==> src/rtl/woy_pkg.sv <==
// Shared types, constants and arithmetic helpers for the week-of-year block.
// No dependencies; used by week_of_year_with_mode and woy_checker.
`default_nettype none

package woy_pkg;

  localparam int unsigned IN_TDATA_W  = 32;
  localparam int unsigned IN_TUSER_W  = 3;
  localparam int unsigned OUT_TDATA_W = 24;

  localparam int unsigned DOY_W  = 9;
  localparam int unsigned DOW_W  = 3;
  localparam int unsigned YEAR_W = 14;
  localparam int unsigned WEEK_W = 6;

  localparam logic [WEEK_W-1:0] WEEK_MAX = 6'd53;

  localparam logic [8:0] LEN_LEAP   = 9'd366;
  localparam logic [8:0] LEN_COMMON = 9'd365;

  // floor(y/25) = (y * 41944) >> 20, exact for y < 43690
  localparam logic [15:0] DIV25_MUL = 16'd41944;
  // floor(a/7) = (a * 1171) >> 13, exact for a < 1638
  localparam logic [10:0] DIV7_MUL  = 11'd1171;

  typedef struct packed {
    logic [9:0]        today;
    logic [3:0]        pos;
    logic [YEAR_W-1:0] year;
    logic [YEAR_W-1:0] year_m1;
    logic [9:0]        q25_y;
    logic [9:0]        q25_p;
    logic [9:0]        a;
    logic [6:0]        q7a;
    logic              first_wd;
    logic              roll;
  } s1_t;

  typedef struct packed {
    logic [9:0]        today;
    logic [3:0]        pos;
    logic [YEAR_W-1:0] year;
    logic [8:0]        max_day;
    logic [8:0]        prev_len;
    logic [3:0]        wk_start;   // two's complement, -2..7
    logic              first_wd;
    logic              roll;
  } s2_t;

  typedef struct packed {
    logic              to_next;
    logic              back;
    logic              week0;
    logic [6:0]        q7d1;
    logic [9:0]        today2;
    logic [9:0]        a2;
    logic [6:0]        q7a2;
    logic [YEAR_W-1:0] year;
    logic              first_wd;
  } s3_t;

  typedef struct packed {
    logic              to_next;
    logic              back;
    logic              week0;
    logic [6:0]        q7d1;
    logic [9:0]        d2;
    logic [YEAR_W-1:0] year;
  } s4_t;

  typedef struct packed {
    logic [YEAR_W-1:0] week_year;
    logic [WEEK_W-1:0] week_number;
  } res_t;

  function automatic logic [9:0] div25(input logic [YEAR_W-1:0] y);
    logic [29:0] p;
    p = {16'b0, y} * {14'b0, DIV25_MUL};
    return p[29:20];
  endfunction

  function automatic logic [6:0] div7(input logic [9:0] a);
    logic [20:0] p;
    p = {11'b0, a} * {10'b0, DIV7_MUL};
    return p[19:13];
  endfunction

  function automatic logic is_leap(input logic [YEAR_W-1:0] y, input logic [9:0] q25);
    logic [YEAR_W-1:0] m25;
    logic              div_by_25;
    m25       = YEAR_W'({4'b0, q25} * 14'd25);
    div_by_25 = (y == m25);
    // by 100 means by 4 and 25, by 400 means by 16 and 25
    return (y[1:0] == 2'b00) && (!div_by_25 || (y[3:0] == 4'b0000));
  endfunction

  // first day of week one from a = today + 8 - pos and its quotient by 7
  function automatic logic [3:0] week_start(input logic [9:0] a, input logic [6:0] q,
                                            input logic first_wd);
    logic [9:0] r;
    logic [3:0] s;
    r = a - 10'({3'b0, q} * 10'd7);
    s = {1'b0, r[2:0]};
    if (s == 4'd0) begin
      s = 4'd7;
    end
    if (!first_wd && (s >= 4'd5)) begin
      s = s - 4'd7;
    end
    return s;
  endfunction

endpackage

`default_nettype wire

==> src/rtl/week_of_year_with_mode.sv <==
// Week-of-year calculator with selectable week rules, five-stage pipeline.
// Depends on woy_pkg (types, constants and reciprocal helpers).
//
// Usage:
//   in channel  : one date per item; tdata holds day_of_year, day_of_week and
//                 calendar_year, tuser holds the three mode bits
//   out channel : one result per item, week_number and week_year in tdata
//   stages      : five register stages, the first loaded at the accepting
//                 edge; out_tvalid rises when the last stage is loaded and the
//                 result can be taken at an edge when the sink is ready
//   throughput  : one item per cycle while the output is not stalled; each
//                 stage holds one item and does a few small constant
//                 multiplies (reciprocal divides by 25 and by 7, or the
//                 matching back-multiplies) plus a compare or select
//   stall       : each stage moves when the one after it is empty or moving,
//                 so bubbles close up and in_tready stays high while any
//                 stage is free; a result waiting at the output holds its
//                 tdata until out_tready
//   reset       : rst_n low clears all stage valid bits and holds in_tready
//                 low; nothing is in flight afterwards and the block accepts
//                 an item as soon as rst_n is high
`default_nettype none

module week_of_year_with_mode (
  input  wire                                clk,
  input  wire                                rst_n,
  input  wire                                in_tvalid,
  output logic                               in_tready,
  // [8:0] day_of_year, [11:9] day_of_week, [25:12] calendar_year, [31:26] zero
  input  wire  [woy_pkg::IN_TDATA_W-1:0]     in_tdata,
  // [0] sunday_start, [1] first_weekday_rule, [2] roll_edge_weeks
  input  wire  [woy_pkg::IN_TUSER_W-1:0]     in_tuser,
  output logic                               out_tvalid,
  input  wire                                out_tready,
  // [5:0] week_number, [19:6] week_year, [23:20] zero
  output logic [woy_pkg::OUT_TDATA_W-1:0]    out_tdata
);

  logic v1_r, v2_r, v3_r, v4_r, v5_r;
  logic adv1, adv2, adv3, adv4, adv5;

  woy_pkg::s1_t  s1_r, s1_nxt;
  woy_pkg::s2_t  s2_r, s2_nxt;
  woy_pkg::s3_t  s3_r, s3_nxt;
  woy_pkg::s4_t  s4_r, s4_nxt;
  woy_pkg::res_t res_r, res_nxt;

  // per-stage advance: a stage loads when it is empty or its content moves on
  assign adv5      = !v5_r || out_tready;
  assign adv4      = !v4_r || adv5;
  assign adv3      = !v3_r || adv4;
  assign adv2      = !v2_r || adv3;
  assign adv1      = !v1_r || adv2;
  assign in_tready = rst_n && adv1;

  // stage 1: decode, position in week, reciprocal products
  always_comb begin
    logic [8:0]  doy;
    logic [2:0]  wd;
    logic [13:0] yr;
    logic        sun;
    doy = in_tdata[8:0];
    wd  = in_tdata[11:9];
    yr  = in_tdata[25:12];
    sun = in_tuser[0];
    s1_nxt.today = {1'b0, doy} + 10'd1;
    if (sun) begin
      s1_nxt.pos = {1'b0, wd} + 4'd1;
    end else if (wd == 3'd0) begin
      s1_nxt.pos = 4'd7;
    end else begin
      s1_nxt.pos = {1'b0, wd};
    end
    s1_nxt.year     = yr;
    s1_nxt.year_m1  = yr - 14'd1;
    s1_nxt.q25_y    = woy_pkg::div25(yr);
    s1_nxt.q25_p    = woy_pkg::div25(yr - 14'd1);
    s1_nxt.a        = s1_nxt.today + 10'd8 - {6'b0, s1_nxt.pos};
    s1_nxt.q7a      = woy_pkg::div7(s1_nxt.a);
    s1_nxt.first_wd = in_tuser[1];
    s1_nxt.roll     = in_tuser[2];
  end

  // stage 2: leap years, year lengths, start of week one
  always_comb begin
    s2_nxt.today    = s1_r.today;
    s2_nxt.pos      = s1_r.pos;
    s2_nxt.year     = s1_r.year;
    s2_nxt.max_day  = woy_pkg::is_leap(s1_r.year, s1_r.q25_y) ?
                      woy_pkg::LEN_LEAP : woy_pkg::LEN_COMMON;
    s2_nxt.prev_len = woy_pkg::is_leap(s1_r.year_m1, s1_r.q25_p) ?
                      woy_pkg::LEN_LEAP : woy_pkg::LEN_COMMON;
    s2_nxt.wk_start = woy_pkg::week_start(s1_r.a, s1_r.q7a, s1_r.first_wd);
    s2_nxt.first_wd = s1_r.first_wd;
    s2_nxt.roll     = s1_r.roll;
  end

  // stage 3: edge decisions, plain week quotient, rolled-back day
  always_comb begin
    logic signed [11:0] today_sx;
    logic signed [11:0] start_sx;
    logic signed [11:0] tail;
    logic signed [11:0] d1;
    logic               before_start;
    logic               late;
    today_sx     = $signed({2'b00, s2_r.today});
    start_sx     = $signed({{8{s2_r.wk_start[3]}}, s2_r.wk_start});
    before_start = (today_sx < start_sx);
    late         = (s2_r.today > ({1'b0, s2_r.max_day} - 10'd3));
    // days of this week that fall in the current year
    tail         = $signed({3'b000, s2_r.max_day}) - today_sx + $signed({8'b0, s2_r.pos});
    d1           = today_sx - start_sx;
    s3_nxt.to_next  = s2_r.roll && !s2_r.first_wd && late && (tail <= 12'sd3);
    s3_nxt.back     = s2_r.roll && before_start;
    s3_nxt.week0    = before_start;
    s3_nxt.q7d1     = woy_pkg::div7(d1[9:0]);
    s3_nxt.today2   = s2_r.today + {1'b0, s2_r.prev_len};
    s3_nxt.a2       = s3_nxt.today2 + 10'd8 - {6'b0, s2_r.pos};
    s3_nxt.q7a2     = woy_pkg::div7(s3_nxt.a2);
    s3_nxt.year     = s2_r.year;
    s3_nxt.first_wd = s2_r.first_wd;
  end

  // stage 4: week-one start within the previous year
  always_comb begin
    logic [3:0]         s2v;
    logic signed [11:0] d2;
    s2v            = woy_pkg::week_start(s3_r.a2, s3_r.q7a2, s3_r.first_wd);
    d2             = $signed({2'b00, s3_r.today2}) - $signed({{8{s2v[3]}}, s2v});
    s4_nxt.to_next = s3_r.to_next;
    s4_nxt.back    = s3_r.back;
    s4_nxt.week0   = s3_r.week0;
    s4_nxt.q7d1    = s3_r.q7d1;
    s4_nxt.d2      = d2[9:0];
    s4_nxt.year    = s3_r.year;
  end

  // stage 5: final select and saturation
  always_comb begin
    logic [7:0] wk;
    logic [6:0] q7d2;
    q7d2 = woy_pkg::div7(s4_r.d2);
    res_nxt.week_year = s4_r.year;
    if (s4_r.to_next) begin
      wk                = 8'd1;
      res_nxt.week_year = s4_r.year + 14'd1;
    end else if (s4_r.back) begin
      wk                = {1'b0, q7d2} + 8'd1;
      res_nxt.week_year = s4_r.year - 14'd1;
    end else if (s4_r.week0) begin
      wk = 8'd0;
    end else begin
      wk = {1'b0, s4_r.q7d1} + 8'd1;
    end
    if (wk > {2'b00, woy_pkg::WEEK_MAX}) begin
      res_nxt.week_number = woy_pkg::WEEK_MAX;
    end else begin
      res_nxt.week_number = wk[5:0];
    end
  end

  always_ff @(posedge clk) begin
    if (!rst_n) begin
      v1_r <= 1'b0;
      v2_r <= 1'b0;
      v3_r <= 1'b0;
      v4_r <= 1'b0;
      v5_r <= 1'b0;
    end else begin
      if (adv1) begin
        v1_r <= in_tvalid;
      end
      if (adv2) begin
        v2_r <= v1_r;
      end
      if (adv3) begin
        v3_r <= v2_r;
      end
      if (adv4) begin
        v4_r <= v3_r;
      end
      if (adv5) begin
        v5_r <= v4_r;
      end
    end
  end

  always_ff @(posedge clk) begin
    if (adv1 && in_tvalid) begin
      s1_r <= s1_nxt;
    end
    if (adv2 && v1_r) begin
      s2_r <= s2_nxt;
    end
    if (adv3 && v2_r) begin
      s3_r <= s3_nxt;
    end
    if (adv4 && v3_r) begin
      s4_r <= s4_nxt;
    end
    if (adv5 && v4_r) begin
      res_r <= res_nxt;
    end
  end

  assign out_tvalid = v5_r;
  assign out_tdata  = {4'b0000, res_r.week_year, res_r.week_number};

endmodule

`default_nettype wire

==> config.mk <==
export PLATFORM = sky130hd
export DESIGN_NAME = week_of_year_with_mode
export DESIGN_NICKNAME = d
export VERILOG_FILES = /design/src/rtl/woy_pkg.sv /design/src/rtl/week_of_year_with_mode.sv
export SDC_FILE = /design/constraint.sdc
export NUM_CORES = 1
export LEC_CHECK = 0
export ABC_AREA = 0
export BUFFER_PORTS_ARGS = -buffer_cell sky130_fd_sc_hd__clkbuf_2
export CELL_PAD_IN_SITES_DETAIL_PLACEMENT = 1
export CELL_PAD_IN_SITES_GLOBAL_PLACEMENT = 1
export CORE_MARGIN = 5
export CORE_UTILIZATION = 35
export CTS_CLUSTER_SIZE = 40
export DETAILED_ROUTE_END_ITERATION = 7
export MAX_ROUTING_LAYER = met4
export PLACE_DENSITY_LB_ADDON = 0.12
export SYNTH_ARGS = -nofsm -noshare
export SYNTH_HDL_FRONTEND = slang
export SYNTH_SLANG_ARGS = --single-unit
==> constraint.sdc <==
create_clock -name clk -period 12.24 [get_ports clk]
set_clock_uncertainty 0.15 [all_clocks]
set_input_delay 3.672 -clock clk [delete_from_list [all_inputs] [get_ports clk]]
set_output_delay 3.672 -clock clk [all_outputs]
set_load 0.01 [all_outputs]
# Yosys cells after proc, flatten, opt, wreduce, memory -nomap -nowiden
# Cells that the tools add are included.
dict set report classes {
  eq_ne 2
  add_sub_neg 21
  mux 13
  order_cmp 6
  reduce_logical 38
  multipliers 10
}
# cell n
set op_table {}
lappend op_table {{$mul A10 B11 Y20 const B} 4}
lappend op_table {{$mul A14 B13 Y27 const B} 2}
lappend op_table {{$sub A10 B4 Y10} 4}
lappend op_table {{$eq A14 B14 Y1} 2}
lappend op_table {{$mul A10 B5 Y14 const B} 2}
lappend op_table {{$mux W14} 2}
lappend op_table {{$sub A14 B1 Y14 const B} 2}
lappend op_table {{$mux W8} 3}
lappend op_table {{$add A10 B4 Y10 const B} 2}
lappend op_table {{$add A7 B1 Y8 const B} 2}
lappend op_table {{$add A14 B1 Y14 const B} 1}
lappend op_table {{$logic_and A1 B1 Y1} 14}
lappend op_table {{$mul A7 B3 Y3 const B} 2}
lappend op_table {{$add A11 B5 Y12} 1}
lappend op_table {{$le A12 B3 Y1 const B} 1}
lappend op_table {{$mux W4} 3}
lappend op_table {{$lt A11 B4 Y1} 1}
lappend op_table {{$sub A9 B10 Y11} 1}
lappend op_table {{$add A10 B9 Y10} 1}
lappend op_table {{$add A9 B1 Y10 const B} 1}
lappend op_table {{$gt A10 B10 Y1} 1}
lappend op_table {{$logic_not A1 Y1} 10}
lappend op_table {{$sub A9 B2 Y10 const B} 1}
lappend op_table {{$logic_not A3 Y1} 3}
lappend op_table {{other kinds (10)} 24}
dict set report totals {
  input_bits 39
  out_inout_bits 26
  register_bits 230
  elab_cells 130
}

# Depth between registers and ports, before layout
dict set report depth {
  word_depth 8
  mapped_depth 32
  mapped_depth_nobuf 32
}

# Worst setup path before layout
# No wires, ideal clock.
dict set report synth_timing {
  kind {input to register}
  startpoint {input in_tdata[13] in the netlist's numbering}
  endpoint {register s1_r[27] in the netlist's numbering, data pin}
  setup_time_ns 0.258
  path_slack_ns 2.122
  stages 25
  t_required_ns 11.832
  t_arrival_ns 9.710
  n_path_buf 0
  cell_sequence {inv_1 ha_1 a21boi_0 o21ai_0 a21boi_0 nand2_1 a21boi_0 nand2_1 xnor2_1 fa_1 ha_1 fa_1 inv_1 fa_1 fa_1 inv_1 ha_1 a21o_1 a21oi_1 nor2b_1 or4_1 o211ai_1 nand2b_1 a211oi_1 nor2_1}
}
# element line_no
set synth_rtl {}
lappend synth_rtl {{start: declaration} week_of_year_with_mode.sv:30} ;# input wire [woy_pkg::IN_TDATA_W-1:0] in_tdata,
lappend synth_rtl {{end signal: assignment} week_of_year_with_mode.sv:190} ;# s1_r <= s1_nxt;
lappend synth_rtl {{end: declaration} week_of_year_with_mode.sv:42} ;# woy_pkg::s1_t s1_r, s1_nxt;

==> flow_summary.ini <==
[route]
drc_errors = 0
routed_wl_microns = 51100
drt-pass1-iter-count = 4
antenna_left = 0
num_vias = 15500
drtIter0Drc = 398
drt-vias-per-instance = 4.68
routedWlPerCell_microns = 15.4

[sta]
period_needed_ps = 10140
setup_violations = 0
rsz0062_at_grt = no
tightest_slew_ps = 1190
final.setup.tns_ps = 0
relSlewSlack_pct = 20.9
hold_viol = 0
drv_slew = 0
timing.final.ws_setup_ps = 2100
fin_crit_sh_pct = 82.9
max_freq_ghz = 0.0986

[layout]
regArea_sq_um = 6200
multi_input_area_sq_um = 16200
final_util_pct = 38.8
n_antenna_cell = 0
syn2layout_area_growth_pct = 9.72
final_nets = 3171
fillCellCount = 7653
drive_gt1_share_pct = 5.52
fin_cells = 3321

[synth]
yosysWarningCount = 0
yosysTopAreaCell = ha_1
synthCells = 2292
synth_cell_types = 69
synth_most_common_cell = ha_1
synth-seq-cells = 208
synth_area_leaders = ha_1 (29%), edfxtp_1 (25%), fa_1 (16%), inv_1 (7.8%), xnor2_1 (4.8%)
synth_flop_cell = edfxtp_1
synth_area_sq_um = 24300
ys_async_sr_fraction_pct = 0
synth_edf_count = 203
yosysTopAreaCellShare_pct = 29.3
synth_common_cells = ha_1 (570), inv_1 (507), edfxtp_1 (203), fa_1 (192), xnor2_1 (134)
ys_seq_area_share_pct = 25.5
avgSynthCellArea_sq_um = 10.6

[outcome]
status = finished, final reports clean

[floorplan]
die_w_microns = 274
fp.dieArea_sq_um = 74900
core-area_sq_um = 68800
die_h_microns = 274
ios = 65
start_util_pct = 35.4
row_count = 96

[global_routing]
grt_usage_pct = 14.7
first_global_vias = 17500
antenna_found_initial = 0
overflow = 0
grt_first_pass_wirelength_microns = 88500
grt_max_degree = 70

[placed_design]
dp_slack_ps = 1430
dp.cells = 3272
numPortBuffers = 54
gp_congestion = 0.786
dp_hpwl_microns = 43900

[clocking]
post_cts_resize_count = 0
cts_made_buffers = 27
clk_latency_ps = 560
cts_hold_buf = 0
clockBufferDepth = 3
clk_pin_slew_ps = 60
clock-root-buffer = clkbuf_16
post-cts-setup-buffers = 0
htree_num_levels = 1
clock-sinks = 208
cts_tree = yes

[hold_path]
hp-class = register to register

[setup_path]
path_class = input pin to register
critical_path_required_ps = 12400
crit_path_start_kind = input pin
end_kind = register
cp_max_fo = 9
cp.arrival_ps = 10300

[flow_run]
maxCapViolations = 0
[cells by family after synthesis]
family,synth area share (%)
fa+ha+maj,45.1
flops,25.5
simple gates,6.96
buf+inv,8.16
compound gates,7.04
xor+xnor,6.91
mux,0.385
other cells,0.0154
[path summary, 6_finish.rpt]
check             cells past startpoint            endpoint          startpoint  slack [ps]
hold / removal                        0  s4_r[27]$_DFFE_PP_  s3_r[45]$_DFFE_PP_         270
hold reg to reg                       0  s4_r[27]$_DFFE_PP_  s3_r[45]$_DFFE_PP_         270
setup reg to reg                     25  s3_r[46]$_DFFE_PP_  s2_r[43]$_DFFE_PP_        5160
setup / recovery                     27  s1_r[27]$_DFFE_PP_        in_tdata[14]        2100
[critical path: stages]
cell	delay [ps]
clkbuf_2	280
inv_1	200
ha_1	220
a21boi_0	270
o21ai_0	190
a21boi_0	330
nand2_1	150
a21boi_0	300
xnor2_1	220
buf_4	260
ha_1	280
fa_1	520
inv_1	60
fa_1	490
inv_1	50
fa_1	490
fa_1	500
ha_1	320
a21o_1	180
a21oi_1	140
o21ai_0	140
a32oi_1	190
nand2_1	160
o211ai_1	270
nand2b_1	120
a211oi_1	240
nor2_1	60
[cells in the final DEF (no fill, tap or decap), drive strengths merged, types with 58 or more instances in the layout]
cell type  Yosys  routed
nand2         74      74
clkbuf        12      83
nor2          77      77
edfxtp       203     203
inv          507     510
xor2          58      58
fa           192     192
a21oi         68      68
xnor2        134     134
ha           570     570
[cell type report]
type / instances / area share [%]
clock buffers: 29 / 2.56
repair buffers: 64 / 1.29
clock inverters: 20 / 0.740
well taps: 931 / 4.36
inverters: 507 / 7.12
flip-flops and latches: 208 / 23.2
multi-input cells: 1562 / 60.7
[stage by stage]
| step | hold WS, ps | area [sq um] |
|---|---|---|
| 3_3_place_gp | 251 | 25800 |
| 5_1_grt | 274 | 26700 |
| 2_1_floorplan | 250 | 24400 |
| 4_1_cts | 269 | 26700 |
| 6_report | 266 | 26700 |
| 3_5_place_dp | 256 | 25800 |
[per-layer routing]
metal / track usage [%] / up-vias / routed length, microns
li1: - / 7814 / -
met1: 18.3 / 7596 / 23100
met2: 26.7 / 75 / 26200
met3: 1.10 / 54 / 808
met4: 2.76 / 0 / 944
met5: - / - / 0
[flip-flops by register name, summed over array words and instances (netlist names)]
register and cells:
s2_r 38, s3_r 41, v4_r 1, v3_r 1, v2_r 1, v1_r 1, s1_r 70, out_tdata 20
s4_r 34, out_tvalid 1
Power is left out: the tool's default activity adds up to more than one toggle a clock period on the data nets, which glitch-free logic cannot reach.
